## config.mk

```make
export PLATFORM = sky130hd
export DESIGN_NAME = telnet_rx_option_negotiator_core
export DESIGN_NICKNAME = d
export VERILOG_FILES = /design/src/hw/rtl/tnrx_pkg.sv /design/src/hw/rtl/tnrx_decode.sv /design/src/hw/rtl/tnrx_serializer.sv /design/src/hw/rtl/telnet_rx_option_negotiator_core.sv
export SDC_FILE = /design/constraint.sdc
export NUM_CORES = 1
export LEC_CHECK = 0
export BUFFER_PORTS_ARGS = -buffer_cell sky130_fd_sc_hd__buf_2
export CAP_MARGIN = 20
export CORE_MARGIN = 8
export CORE_UTILIZATION = 58
export DETAILED_ROUTE_END_ITERATION = 7
export PLACE_DENSITY = 0.8
export SYNTH_ARGS = -nofsm -noshare
export SYNTH_HDL_FRONTEND = slang
export SYNTH_SLANG_ARGS = --single-unit
```

## constraint.sdc

```tcl
create_clock -name clk -period 3.29 [get_ports clk]
set_clock_uncertainty 0.1 [all_clocks]
set_input_delay 0.658 -clock clk [delete_from_list [all_inputs] [get_ports clk]]
set_output_delay 0.658 -clock clk [all_outputs]
set_load 0.02 [all_outputs]
```

## src/hw/rtl/tnrx_pkg.sv

```systemverilog
// types and byte codes shared by the telnet receive negotiator modules
// no dependencies
package tnrx_pkg;

  // telnet command and character codes
  localparam logic [7:0] B_IAC  = 8'd255;
  localparam logic [7:0] B_WILL = 8'd251;
  localparam logic [7:0] B_WONT = 8'd252;
  localparam logic [7:0] B_DO   = 8'd253;
  localparam logic [7:0] B_DONT = 8'd254;
  localparam logic [7:0] B_DEL  = 8'd127;
  localparam logic [7:0] B_BS   = 8'd8;
  localparam logic [7:0] B_SP   = 8'd32;
  localparam logic [7:0] B_CR   = 8'd13;
  localparam logic [7:0] B_LF   = 8'd10;
  localparam logic [7:0] TELOPT_ECHO = 8'd1;
  localparam logic [7:0] TELOPT_SGA  = 8'd3;

  localparam logic [7:0] CAPACITY_RESET = 8'd77;
  localparam int unsigned MAX_RESULTS = 3;

  // line edit operations
  typedef enum logic [1:0] {
    LOP_NONE     = 2'd0,
    LOP_APPEND   = 2'd1,
    LOP_REMOVE   = 2'd2,
    LOP_COMPLETE = 2'd3
  } line_op_t;

  // receive parse state
  typedef enum logic [2:0] {
    PS_NORMAL = 3'd0,
    PS_IAC    = 3'd1,
    PS_WILL   = 3'd2,
    PS_WONT   = 3'd3,
    PS_DO     = 3'd4,
    PS_DONT   = 3'd5,
    PS_CR     = 3'd7
  } parse_state_t;

  // one result item
  typedef struct packed {
    logic       tx_valid;
    logic [7:0] tx_byte;
    line_op_t   line_op;
    logic [7:0] line_char;
  } tnrx_result_t;

  // all results caused by one received byte
  typedef struct packed {
    logic [1:0]                         count;
    tnrx_result_t [MAX_RESULTS-1:0]     res;
  } tnrx_batch_t;

endpackage

```

## src/hw/rtl/tnrx_decode.sv

```systemverilog
// parse state, option flags, line length and capacity register; turns one
// received byte into a batch of up to three results. depends on tnrx_pkg
module tnrx_decode (
  input  logic                 clk,
  input  logic                 rst_n,
  input  logic                 cfg_we,
  input  logic [7:0]           cfg_capacity,
  input  logic                 accept,
  input  logic [7:0]           rx_byte,
  output tnrx_pkg::tnrx_batch_t batch
);
  import tnrx_pkg::*;

  parse_state_t state_r, state_nxt;
  logic         echo_r, echo_nxt;
  logic         sga_r, sga_nxt;
  logic [7:0]   len_r, len_nxt;
  logic [7:0]   cap_r;
  logic [7:0]   len_inc;
  logic         force_done;

  function automatic tnrx_result_t mk_res(input logic v, input logic [7:0] b,
                                          input line_op_t op, input logic [7:0] ch);
    tnrx_result_t r;
    r.tx_valid  = v;
    r.tx_byte   = v ? b : 8'd0;
    r.line_op   = op;
    r.line_char = (op == LOP_APPEND) ? ch : 8'd0;
    return r;
  endfunction

  // saturating length after an append and the forced completion check
  assign len_inc    = (len_r == 8'hff) ? len_r : len_r + 8'd1;
  assign force_done = (len_inc >= cap_r);

  // next state and results
  always_comb begin
    state_nxt   = PS_NORMAL;
    echo_nxt    = echo_r;
    sga_nxt     = sga_r;
    len_nxt     = len_r;
    batch.count = 2'd0;
    batch.res[0] = mk_res(1'b0, 8'd0, LOP_NONE, 8'd0);
    batch.res[1] = mk_res(1'b0, 8'd0, LOP_NONE, 8'd0);
    batch.res[2] = mk_res(1'b0, 8'd0, LOP_NONE, 8'd0);
    unique case (state_r)
      PS_IAC: begin
        case (rx_byte)
          B_IAC: begin
            batch.res[0] = mk_res(echo_r, rx_byte, LOP_APPEND, rx_byte);
            if (force_done) begin
              batch.res[1] = mk_res(1'b1, B_CR, LOP_NONE, 8'd0);
              batch.res[2] = mk_res(1'b1, B_LF, LOP_COMPLETE, 8'd0);
              batch.count  = 2'd3;
              len_nxt      = 8'd0;
            end else begin
              batch.count = 2'd1;
              len_nxt     = len_inc;
            end
          end
          B_WILL:  state_nxt = PS_WILL;
          B_WONT:  state_nxt = PS_WONT;
          B_DO:    state_nxt = PS_DO;
          B_DONT:  state_nxt = PS_DONT;
          default: state_nxt = PS_NORMAL;
        endcase
      end
      PS_WILL, PS_WONT: begin
        batch.res[0] = mk_res(1'b1, B_IAC, LOP_NONE, 8'd0);
        batch.res[1] = mk_res(1'b1, B_DONT, LOP_NONE, 8'd0);
        batch.res[2] = mk_res(1'b1, rx_byte, LOP_NONE, 8'd0);
        batch.count  = 2'd3;
      end
      PS_DO: begin
        if (rx_byte == TELOPT_SGA) begin
          sga_nxt = 1'b1;
          if (!sga_r) begin
            batch.res[0] = mk_res(1'b1, B_IAC, LOP_NONE, 8'd0);
            batch.res[1] = mk_res(1'b1, B_WILL, LOP_NONE, 8'd0);
            batch.res[2] = mk_res(1'b1, rx_byte, LOP_NONE, 8'd0);
            batch.count  = 2'd3;
          end
        end else if (rx_byte == TELOPT_ECHO) begin
          echo_nxt = 1'b1;
        end else begin
          batch.res[0] = mk_res(1'b1, B_IAC, LOP_NONE, 8'd0);
          batch.res[1] = mk_res(1'b1, B_WONT, LOP_NONE, 8'd0);
          batch.res[2] = mk_res(1'b1, rx_byte, LOP_NONE, 8'd0);
          batch.count  = 2'd3;
        end
      end
      PS_DONT: begin
        batch.res[0] = mk_res(1'b1, B_IAC, LOP_NONE, 8'd0);
        batch.res[1] = mk_res(1'b1, B_WONT, LOP_NONE, 8'd0);
        batch.res[2] = mk_res(1'b1, rx_byte, LOP_NONE, 8'd0);
        batch.count  = 2'd3;
      end
      PS_CR: begin
        // byte after cr is swallowed and ends the line
        batch.res[0] = mk_res(1'b1, B_CR, LOP_NONE, 8'd0);
        batch.res[1] = mk_res(1'b1, B_LF, LOP_COMPLETE, 8'd0);
        batch.count  = 2'd2;
        len_nxt      = 8'd0;
      end
      default: begin
        if (rx_byte == B_IAC) begin
          state_nxt = PS_IAC;
        end else if (rx_byte == B_CR) begin
          state_nxt = PS_CR;
        end else if (rx_byte == B_LF) begin
          batch.res[0] = mk_res(1'b1, B_CR, LOP_NONE, 8'd0);
          batch.res[1] = mk_res(1'b1, B_LF, LOP_COMPLETE, 8'd0);
          batch.count  = 2'd2;
          len_nxt      = 8'd0;
        end else if (rx_byte == B_DEL) begin
          if (len_r != 8'd0) begin
            batch.res[0] = mk_res(1'b1, B_BS, LOP_REMOVE, 8'd0);
            batch.res[1] = mk_res(1'b1, B_SP, LOP_NONE, 8'd0);
            batch.res[2] = mk_res(1'b1, B_BS, LOP_NONE, 8'd0);
            batch.count  = 2'd3;
            len_nxt      = len_r - 8'd1;
          end
        end else begin
          batch.res[0] = mk_res(echo_r, rx_byte, LOP_APPEND, rx_byte);
          if (force_done) begin
            batch.res[1] = mk_res(1'b1, B_CR, LOP_NONE, 8'd0);
            batch.res[2] = mk_res(1'b1, B_LF, LOP_COMPLETE, 8'd0);
            batch.count  = 2'd3;
            len_nxt      = 8'd0;
          end else begin
            batch.count = 2'd1;
            len_nxt     = len_inc;
          end
        end
      end
    endcase
  end

  // state registers, updated on each accepted item
  always_ff @(posedge clk) begin
    if (!rst_n) begin
      state_r <= PS_NORMAL;
      echo_r  <= 1'b0;
      sga_r   <= 1'b0;
      len_r   <= 8'd0;
    end else if (accept) begin
      state_r <= state_nxt;
      echo_r  <= echo_nxt;
      sga_r   <= sga_nxt;
      len_r   <= len_nxt;
    end
  end

  // line capacity register
  always_ff @(posedge clk) begin
    if (!rst_n) begin
      cap_r <= CAPACITY_RESET;
    end else if (cfg_we) begin
      cap_r <= cfg_capacity;
    end
  end

endmodule

```

## src/hw/rtl/tnrx_serializer.sv

```systemverilog
// result register holding one batch of up to three results and sending them
// one per cycle while out_tready is high on the output stream. depends on tnrx_pkg
module tnrx_serializer (
  input  logic                  clk,
  input  logic                  rst_n,
  input  logic                  load_req,
  input  tnrx_pkg::tnrx_batch_t batch,
  output logic                  free,
  output logic                  out_tvalid,
  input  logic                  out_tready,
  output tnrx_pkg::tnrx_result_t out_res,
  output logic                  out_tlast
);
  import tnrx_pkg::*;

  tnrx_result_t [MAX_RESULTS-1:0] res_r;
  logic [1:0] cnt_r;
  logic [1:0] idx_r;
  logic       busy;
  logic       out_fire;

  assign busy       = (cnt_r != 2'd0);
  assign out_tvalid = busy;
  assign out_res    = res_r[idx_r];
  assign out_tlast  = (idx_r == cnt_r - 2'd1);
  assign out_fire   = busy && out_tready;
  assign free       = !busy || (out_tready && out_tlast);

  // batch register and send pointer
  always_ff @(posedge clk) begin
    if (!rst_n) begin
      cnt_r <= 2'd0;
      idx_r <= 2'd0;
    end else begin
      if (out_fire) begin
        if (out_tlast) begin
          cnt_r <= 2'd0;
          idx_r <= 2'd0;
        end else begin
          idx_r <= idx_r + 2'd1;
        end
      end
      if (load_req && free && batch.count != 2'd0) begin
        cnt_r <= batch.count;
        idx_r <= 2'd0;
      end
    end
  end

  // payload, no reset
  always_ff @(posedge clk) begin
    if (load_req && free) begin
      res_r <= batch.res;
    end
  end

  // send pointer stays inside the batch
  a_idx_range: assert property (@(posedge clk) disable iff (!rst_n)
    busy |-> (idx_r < cnt_r))
    else $error("send pointer outside batch");

  // a result that is not the last one is followed by more
  a_more_follow: assert property (@(posedge clk) disable iff (!rst_n)
    (out_fire && !out_tlast) |=> (out_tvalid && idx_r == $past(idx_r) + 2'd1))
    else $error("batch ended early");

  // a stalled batch keeps its pointer
  a_stall_hold: assert property (@(posedge clk) disable iff (!rst_n)
    (out_tvalid && !out_tready) |=> (out_tvalid && $stable(idx_r) && $stable(cnt_r)))
    else $error("pointer moved during stall");

endmodule

```

## src/hw/rtl/telnet_rx_option_negotiator_core.sv

```systemverilog
// top level of the telnet receive option negotiator and line editor
// depends on tnrx_pkg, tnrx_decode and tnrx_serializer
//
// usage:
//   in_*  : one received telnet byte per item in in_tdata[7:0]
//   out_* : results; each carries a byte to send back to the peer and/or a
//           line edit event, out_tlast marks the final result of one byte
//   cfg_* : writes the line capacity (chars before a line is forced done)
// latency: the first result of a byte appears on the cycle after it is accepted.
// throughput: a byte with no result does not occupy the output batch register. the
//   output batch register sends one result a cycle while out_tready is high and frees
//   up as its last result is taken, so a new byte is accepted in that same cycle.
// reset: parse state normal, echo and go-ahead suppression off, line empty,
//   capacity 77. cfg_ready is always high.
// stall: while out_tready is low the pending result holds and in_tready
//   stays low until the last result of the batch can go.
module telnet_rx_option_negotiator_core (
  input  logic        clk,
  input  logic        rst_n,
  // in_tdata: [7:0] rx_byte
  input  logic        in_tvalid,
  output logic        in_tready,
  input  logic [7:0]  in_tdata,
  // out_tdata: [0] tx_valid, [8:1] tx_byte, [10:9] line_op, [18:11] line_char
  output logic        out_tvalid,
  input  logic        out_tready,
  output logic [23:0] out_tdata,
  output logic        out_tlast,
  // cfg_data: [7:0] line_capacity
  input  logic        cfg_valid,
  output logic        cfg_ready,
  input  logic [7:0]  cfg_data
);
  import tnrx_pkg::*;

  tnrx_batch_t  batch;
  tnrx_result_t out_res;
  logic         free;
  logic         in_fire;

  assign cfg_ready = 1'b1;
  assign in_tready = free;
  assign in_fire   = in_tvalid && free;

  // byte decode and negotiation state
  tnrx_decode u_decode (
    .clk          (clk),
    .rst_n        (rst_n),
    .cfg_we       (cfg_valid),
    .cfg_capacity (cfg_data),
    .accept       (in_fire),
    .rx_byte      (in_tdata),
    .batch        (batch)
  );

  // result register and output sequencing
  tnrx_serializer u_serializer (
    .clk        (clk),
    .rst_n      (rst_n),
    .load_req   (in_fire),
    .batch      (batch),
    .free       (free),
    .out_tvalid (out_tvalid),
    .out_tready (out_tready),
    .out_res    (out_res),
    .out_tlast  (out_tlast)
  );

  // pack result fields, lowest first
  assign out_tdata = {5'd0, out_res.line_char, out_res.line_op,
                      out_res.tx_byte, out_res.tx_valid};

endmodule

```

After elaboration in Yosys (flattened, before gate mapping)
Index checks and enable logic that the tools add are counted.

Flip-flop bits (word level): 82. Latch bits: 0. RAM bits: 0. Bits in read-only memories: 0. Input bits: 21. Output and inout bits: 28. Logic and storage cells: 107. Memories kept: 0.

Add/sub/neg operators: 4. Multiply operators: 0. Div/mod/pow operators: 0. Order comparisons: 2. Equal/unequal tests: 22. Shift-type cells: 0. Muxes and demuxes: 36. Bitwise operators: 3. Reduce and logical (&&, ||, !) cells: 21.

Operator list (count): $mux 59 (8); $pmux 38 s5 (1); $mux 38 (2); $pmux 19 s4 (1); $mux 8 (9); $eq 8x8->1 const B (6); $bmux 19 s2 (1); $mux 19 (2); $pmux 8 s3 (1); $eq 8x4->1 const B (2); $mux 2 (6); $pmux 3 s4 (1); $eq 3x3->1 const B (3); $add 8x1->8 const B (1); $eq 8x1->1 const B (1); $eq 8x2->1 const B (1); $eq 8x7->1 const B (1); $ge 8x8->1 (1); $pmux 2 s4 (1); $reduce_bool 2->1 (4); $reduce_bool 8->1 (1); $sub 8x1->8 const B (1); $eq 3x2->1 const B (2); $mux 3 (2); other kinds (21) (29).

Depth between registers and ports, before layout
Gate-level depths: netlist (run 1).

Word-level depth: 13. Depth in mapped cells: 13. Depth with buffers taken out: 12.

By module
Synthesis (run 1) repeated with hierarchy kept, for this count alone.

Cell total of the unflattened synthesis: 478. Area, all modules: 4685.7 sq um.

By module, submodules not included: tnrx_serializer (instances 1, cells an instance 153, area each 2357.3 sq um, seq. area each 1791.7 sq um); tnrx_decode (instances 1, cells an instance 316, area each 2269.7 sq um, seq. area each 420.4 sq um); telnet_rx_option_negotiator_core (instances 1, cells an instance 9, area each 58.8 sq um, seq. area each 0.0 sq um).

Least setup slack after synthesis (run 1)
Ideal clock, no wire load.

Kind: register -> register. Start: register u_serializer.cnt_r[0]. End: register u_decode.state_r[2]. Library setup time: 0.124 ns. Arrival: 2.895 ns. Data required time: 3.066 ns. Path slack: 0.171 ns. Cell stages (with the launch flop): 9. Buffers on the path: 0. Clock period less this slack: 3.119 ns. Cells stage by stage: dfxtp_1 inv_1 ha_1 xnor2_1 o31ai_1 nand2_1 clkinv_1 o21ai_0 o221a_2.

Word-level cells in the longest chain between the ends: 5. Elaborated cells on any way between the ends: 7. Classes of those cells: add/sub: 1; eq/ne: 1; reduce/logical: 5.

RTL lines: from (decl) (line tnrx_serializer.sv:17) `logic [1:0] cnt_r;`; from (signal assigned) (line tnrx_serializer.sv:44) `cnt_r <= batch.count;`; $sub 2x1->2 (line tnrx_serializer.sv:25) `assign out_tlast = (idx_r == cnt_r - 2'd1);`; $eq 2x2->1 (line tnrx_serializer.sv:25); $logic_and 1x1->1 (line tnrx_serializer.sv:27) `assign free = !busy || (out_tready && out_tlast);`; $logic_or 1x1->1 * (line tnrx_serializer.sv:27); named net in_tready (line telnet_rx_option_negotiator_core.sv:22) `output logic in_tready,`; $logic_and 1x1->1 * (line telnet_rx_option_negotiator_core.sv:43) `assign in_fire = in_tvalid && free;`; named net in_fire (line telnet_rx_option_negotiator_core.sv:39) `logic in_fire;`; to (signal assigned) (line tnrx_decode.sv:147) `state_r <= state_nxt;`; to (decl) (line tnrx_decode.sv:14) `parse_state_t state_r, state_nxt;`.

The timed path passes the listed nets; every way through them passes the cells marked *. A chain may end at the register's enable or synchronous reset.

==> results of run 1 <==
-- registers in the layout, indices dropped and copies added, names as in the netlist --
| name | flops |
|---|---|
| u_decode.cap_r | 8 |
| u_decode.echo_r | 1 |
| u_decode.len_r | 8 |
| u_decode.sga_r | 1 |
| u_decode.state_r | 3 |
| u_serializer.cnt_r | 2 |
| u_serializer.idx_r | 2 |
| u_serializer.res_r | 37 |
-- area by class of cell --
| type | count | area [µm²] |
|---|---|---|
| Clock buffer | 9 | 124 |
| Clock inverter | 7 | 105 |
| Fill cell | 554 | 2290 |
| Inverter | 21 | 78.8 |
| Multi-Input combinational cell | 313 | 2040 |
| Sequential cell | 62 | 1610 |
| Tap cell | 80 | 100 |
| Timing Repair Buffer | 52 | 298 |
-- per-layer routing --
layer  track usage, %  up-vias
met4             7.31        0
met1             26.7     1513
met2             30.3      146
met3             4.77       15
met5                0        -
li1                 -     1582
-- worst max-delay path by stage --
stage	from	endpoint	slack [ns]	cells after the start
after floorplan	u_serializer.cnt_r[0]$_SDFFE_PN0P_	u_decode.state_r[2]$_SDFFE_PN0P_	0.17	8
after global placement	in_tdata[4]	u_decode.len_r[1]$_SDFFE_PN0P_	0.39	8
after detailed placement	in_tdata[4]	u_decode.len_r[0]$_SDFFE_PN0P_	0.33	8
after CTS	u_decode.len_r[1]$_SDFFE_PN0P_	u_serializer.res_r[31]$_DFFE_PP_	0.28	11
after global routing	u_decode.len_r[1]$_SDFFE_PN0P_	u_serializer.res_r[31]$_DFFE_PP_	0.06	11
final	u_decode.len_r[1]$_SDFFE_PN0P_	u_serializer.res_r[31]$_DFFE_PP_	0.25	11
-- logic make-up (layout without fill, tap and decap cells) --
kind of cell | after synthesis | count (layout) | share of synthesized area, %
other | 2 | 6 | 0.193
xor gates and xnor gates | 11 | 11 | 2.48
adders and majority gates | 12 | 12 | 3.87
buffers and inverters | 50 | 89 | 6.38
muxes | 17 | 17 | 4.41
and+or+nand+nor | 170 | 170 | 24.0
DFF | 62 | 62 | 41.5
AOI/OAI and AO/OA | 97 | 97 | 17.1
-- per-stage QoR --
step	std cells	setup slack [ns]
after global routing	544	0.0555
after global placement	528	0.387
after floorplan	425	0.171
after CTS	544	0.275
final	544	0.248
after detailed placement	528	0.333
-- cell usage after synthesis (all sizes together), types with 3 or more instances --
master and number:
a22oi 4, ha 12, xnor2 8, nand4 4
nor3 12, nand2b 6, a31oi 6, o211ai 6
and2 12, a211oi 3, buf 17, a21oi 19
nand2 45, xor2 3, nor2 29, edfxtp 37
nor2b 22, and3 9, mux2i 16, or3 4
nor4 3, a32o 4, o21ai 26, clkbuf 12
nand3 14, dfxtp 25, a21o 9, inv 20
-- power groups by stage --
stage	Sequential, mW	Combinational [mW]	Clock, mW
after floorplan	1.25	1.33	0
after global placement	1.31	1.76	0
after detailed placement	1.32	1.79	0
after CTS	1.31	1.80	0.779
after global routing	1.34	2.00	0.814
final	1.31	1.81	0.769
-- worst reg2reg max path, stage by stage, from the launching register on --
cell and delay (ns):
dfxtp_1 0.42, ha_1 0.22, and2_1 0.24, nand3_1 0.17, nand2_1 0.10, o21ai_0 0.11, ha_1 0.23, a211oi_1 0.24
o21ai_0 0.15, a21oi_1 0.27, nor2_1 0.16, or3_1 0.37
==> impl_metrics.ini, run 1 <==
[setup_path]
cp-end-kind = flop
cpPeakStageDelay_ns = 0.42
required_ns = 3.28
crit_path_top_delay_cell = dfxtp_1
critPathTopFamily = simple AND/OR/NAND/NOR gates
worstSetupPathType = reg2reg
cp-start-kind = flop
ff2ff_setup_slack_ns = 0.25
r2r_end = u_serializer.res_r[31]$_DFFE_PP_
reg2reg_from = u_decode.len_r[1]$_SDFFE_PN0P_
path_buf_inv = 0
crit_chain = ha_1 > and2_1 > nand3_1 > nand2_1 > o21ai_0 > ha_1 > a211oi_1 > o21ai_0 > a21oi_1 > nor2_1 > or3_1
reg2regPathDepth = 11
arrival_ns = 3.03
worstPathMaxFanout = 6

[worst_hold_path]
whs_path_depth = 2
hold_end = u_serializer.cnt_r[1]$_SDFFE_PN0P_
hold_start = u_serializer.cnt_r[1]$_SDFFE_PN0P_
hp-class = reg2reg

[drt]
top_layer_used = met4
postRouteAntennaNets = 0
detail_route.vias_per_cell = 5.99
drt_first_pass_iters = 5
met2_length_mm = 4.18
route.detailed.drc = 0
m1WireLength_mm = 4.10
wire_per_inst_um = 16.7
dr_total_vias = 3256
totalWireLength_mm = 9.11
dr_wl_met3_um = 690
drtIter0Drc = 307

[grt]
antenna_found_initial = 0
grt_pass1_wl_mm = 15.3
grt_max_degree = 29
gr-total-overflow = 0
grt_pass1_vias = 3103
grtUsageTotal_pct = 19.9

[power_and_ir_drop]
ir_worst_vdd_v = 0.000330
p_sw_mw = 1.60
power_density_mw_per_mm2 = 893
internal_power_mw = 2.29
pwr-share-comb_pct = 46.4
p_leak_nw = 1.82
pwr-share-clk_pct = 19.8
p_sw_share_pct = 41.2
power_mw = 3.89
pwr-share-seq_pct = 33.8

[clock_network]
clock_latency_ns = 0.35
path_clk_slew_ns = 0.08
clk_path_buf_depth = 2
clockRootBuffer = clkbuf_8
cts_made_buffers = 9
cts_sinks = 62
cts_tree = done
cts_setup_buffers = 0
htree_num_levels = 3
cts-resized-gates = 0
ctsHoldBuffers = 0

[cells_and_area]
area_growth_pct = 12.2
drive_gt1_share_pct = 18.1
final_area_mm2 = 0.00436
mostFrequentLayoutCells = 45 x nand2_1, 42 x buf_2, 37 x edfxtp_1, 27 x nor2_1, 25 x dfxtp_1
fin_util_pct = 65.6
antenna_cells = 0
final_common_cell = nand2_1
nets = 492

[synth]
synth_cells = 421
netlist_area_mm2 = 0.00388
async_flop_share_pct = 0
ys_top_cells_by_area = edfxtp_1 29%, dfxtp_1 13%, nand2_1 4.4%
synth_area_per_cell_um2 = 9.22
yosysTopAreaCellShare_pct = 28.6
synth.largest_area_cell = edfxtp_1
yosys_warnings = 0
ys_seq_area_share_pct = 41.5
ys_types = 64
synth_edf_count = 37
yosys_most_used_dff = edfxtp_1
synth_seq_cells = 62

[sta]
setup_violations = 0
finalSetupTns_ns = 0
slew_violations = 0
fmax_mhz = 329
hold_slack_ns = 0.389
fin_crit_ns = 3.04
tightest_slew_ns = 0.631
slew-limit-headroom_pct = 57.7
post-route-period-util_pct = 92.5
grt_setup_unrepaired = no
hold_viol = 0

[run_status]
status = completed

[floorplan]
start_util_pct = 58.4
die_h_um = 97.8
num_rows = 30
die_w_um = 97.8
core_mm2 = 0.00664
io-pin-count = 49
dieArea_mm2 = 0.00957

[run]
cap_violations = 0

[place]
place_congestion = 0.899
port_buffers = 42
postPlaceCellArea_mm2 = 0.00413
dp_hpwl_mm = 6.70
Power figures use the tool's default switching activity.
==> inputs of run 2 (changes only) <==
CORE_UTILIZATION = 60   (was 58)
PLACE_DENSITY = 0.81   (was 0.8)
SYNTH_HIERARCHICAL = 1   (was not set)
==> impl_metrics.ini, run 2 <==
[run_status]
status = completed

[setup_path]
crit_top_cell = buf_4
crit_path_top_delay_cell = dfxtp_4
path_buf_inv = 3
reg2reg_from = u_decode/len_r[0]$_SDFFE_PN0P_
r2r_end = u_serializer/idx_r[0]$_SDFFE_PP0P_
critPathTopFamily = compound AO/OA/AOI/OAI gates
cpPeakStageDelay_ns = 0.39
arrival_ns = 3.40
cp-start-kind = flop
cp-end-kind = flop
ff2ff_setup_slack_ns = 0.03
crit_chain = ha_4 > nand4_1 > nor2_2 > buf_4 > xnor2_1 > ha_1 > nand2b_1 > a21oi_1 > o31a_1 > buf_4 > a211o_1 > a222oi_1 > buf_4 > nor2_1 > o221a_1
reg2regPathDepth = 15
worstPathMaxFanout = 6
worstSetupPathType = reg2reg
required_ns = 3.43

[synth]
synth_seq_cells = 82
synth.largest_area_cell = edfxtp_1
netlist_area_mm2 = 0.00469
yosysTopAreaCellShare_pct = 36.5
ys_top_cells_by_area = edfxtp_1 37%, dfxtp_1 11%, mux2i_1 5.1%
synth_area_per_cell_um2 = 9.80
yosys_most_used_dff = edfxtp_1
ys_types = 65
synth_top_family_by_area = simple AND/OR/NAND/NOR gates
synth_commonest_cells = 57 x edfxtp_1, 49 x nand2_1, 30 x nor2_1
async_flop_share_pct = 0
synth_adder_area_share_pct = 3.20
synth_edf_count = 57
synthSimpleGateAreaFrac_pct = 17.6
synth_compound_area_share_pct = 15.6
ys_seq_area_share_pct = 47.2
synth-xor-area-share_pct = 1.68
yosys_warnings = 6
post-synth-top-count-cell = edfxtp_1
synth_cells = 478
synthMuxAreaShare_pct = 5.61

[drt]
totalWireLength_mm = 11.1
met2_length_mm = 5.50
wire_per_inst_um = 17.5
drt_first_pass_iters = 5
detail_route.vias_per_cell = 5.86
postRouteAntennaNets = 0
top_layer_used = met4
dr_wl_met3_um = 704
dr_total_vias = 3712
drtIter0Drc = 329
route.detailed.drc = 0
m1WireLength_mm = 4.59

[sta]
slew_violations = 0
setup_violations = 0
slew-limit-headroom_pct = 64.1
finalSetupTns_ns = 0
post-route-period-util_pct = 99.0
hold_viol = 0
grt_setup_unrepaired = yes
fmax_mhz = 307
fin_crit_ns = 3.26
tightest_slew_ns = 0.535
fin_ws_ns = 0.0327

[floorplan]
core_mm2 = 0.00765
dieArea_mm2 = 0.0109
io-pin-count = 49
num_rows = 32
die_w_um = 104
die_h_um = 104
start_util_pct = 61.3

[grt]
grt_pass1_wl_mm = 18.0
gr-total-overflow = 0
grtUsageTotal_pct = 20.0
antenna_found_initial = 0
grt_pass1_vias = 3666
grt_max_degree = 50

[worst_hold_path]
whs_path_depth = 2
hold_end = u_decode/cap_r[2]$_SDFFE_PN1P_
hp-class = reg2reg
hold_start = u_decode/cap_r[2]$_SDFFE_PN1P_

[place]
place_congestion = 0.896
port_buffers = 42
dp_hpwl_mm = 7.95
place_ws_ns = -0.0843

[cells_and_area]
nets = 560
area_growth_pct = 12.4
largest_reg_flops = 57
drive_gt1_share_pct = 20.5
antenna_cells = 0
largest_register = u_serializer/res_r
multi_input_area_mm2 = 0.00219
ff_latch_area_mm2 = 0.00222
final_common_cell = edfxtp_1
fill_cells = 601
fin_util_pct = 68.9
mostFrequentLayoutCells = 57 x edfxtp_1, 48 x nand2_1, 42 x buf_2, 30 x buf_4, 27 x nor2_1
reg_top3 = u_serializer/res_r (57), u_decode/cap_r (8), u_decode/len_r (8)

[clock_network]
path_clk_slew_ns = 0.08
ctsHoldBuffers = 0
cts_made_buffers = 9
clock_latency_ns = 0.35
htree_num_levels = 3
cts_sinks = 82
cts_tree = done
clk_path_buf_depth = 2
clockRootBuffer = clkbuf_8

[run]
cap_violations = 0

[power_and_ir_drop]
p_leak_nw = 2.09
ir_worst_vdd_v = 0.000348
power_density_mw_per_mm2 = 869
[run 2: worst max-delay path by stage]
stage               cells past startpoint                            endpoint  slack [ns]                          startpoint
floorplan                               9     u_serializer/res_r[0]$_DFFE_PP_       -0.03  u_serializer/cnt_r[0]$_SDFFE_PN0P_
global placement                       14  u_serializer/cnt_r[0]$_SDFFE_PN0P_       0.006      u_decode/len_r[1]$_SDFFE_PN0P_
detailed placement                     14  u_serializer/cnt_r[0]$_SDFFE_PN0P_       -0.08      u_decode/len_r[1]$_SDFFE_PN0P_
CTS                                    15  u_serializer/cnt_r[0]$_SDFFE_PN0P_        0.01      u_decode/len_r[0]$_SDFFE_PN0P_
global route                           15  u_serializer/cnt_r[0]$_SDFFE_PN0P_       -0.17      u_decode/len_r[0]$_SDFFE_PN0P_
finish                                 15  u_serializer/idx_r[0]$_SDFFE_PP0P_        0.03      u_decode/len_r[0]$_SDFFE_PN0P_
[run 2: per-layer routing]
| layer | vias to the layer above | global-route usage, % |
|---|---|---|
| li1 | 1786 | - |
| met1 | 1744 | 23.2 |
| met2 | 155 | 34.4 |
| met3 | 27 | 5.08 |
| met4 | 0 | 8.07 |
| met5 | - | 0 |
[run 2: per-stage QoR]
| step | hold WS, ns | power [mW] | cell area (µm²) | std cells |
|---|---|---|---|---|
| floorplan | 0.349 | 3.21 | 4790 | 497 |
| global placement | 0.370 | 3.77 | 5020 | 616 |
| detailed placement | 0.385 | 3.83 | 5020 | 616 |
| CTS | 0.402 | 4.56 | 5250 | 633 |
| global route | 0.424 | 4.85 | 5270 | 633 |
| finish | 0.404 | 4.58 | 5270 | 633 |
[run 2: worst reg2reg max path, stage by stage (launching register included)]
cell and delay (ns):
dfxtp_4 0.39, ha_4 0.14, nand4_1 0.14, nor2_2 0.18, buf_4 0.15, xnor2_1 0.07
ha_1 0.26, nand2b_1 0.10, a21oi_1 0.07, o31a_1 0.32, buf_4 0.15, a211o_1 0.27
a222oi_1 0.36, buf_4 0.19, nor2_1 0.04, o221a_1 0.24
[run 2: cell families (layout without fill, tap and decap cells)]
logic type,after synthesis,in the layout
AND/OR/NAND/NOR,158,158
AO/OA/AOI/OAI,112,112
flip-flops,82,82
buffers and inverters,76,110
multiplexers,26,26
adder cells (fa/ha/maj),12,12
XOR/XNOR,9,9
other,3,22
[run 2: layout make-up]
type	count	share of cell area, %
multi-input combinational	339	41.7
clock buffer	10	2.42
tap	102	2.42
clock inverter	5	1.07
timing repair buffer	73	8.64
inverter	22	1.66
sequential	82	42.1
[run 2: what timing repair did]
item / 4_1_cts / 5_1_grt
gates resized for setup: 7 / 3
setup endpoints to repair: 4 / 4
setup buffers: 3 / 1
endpoints found under the hold margin: 0 / 0
pin swaps: 6 / 6
[run 2: power by group]
group	switching, mW	internal, mW	total, mW	leakage (nW)
logic	1.30	0.820	2.12	1.25
registers	0.144	1.61	1.76	0.756
clock network	0.356	0.345	0.701	0.0883
total	1.80	2.78	4.58	2.09
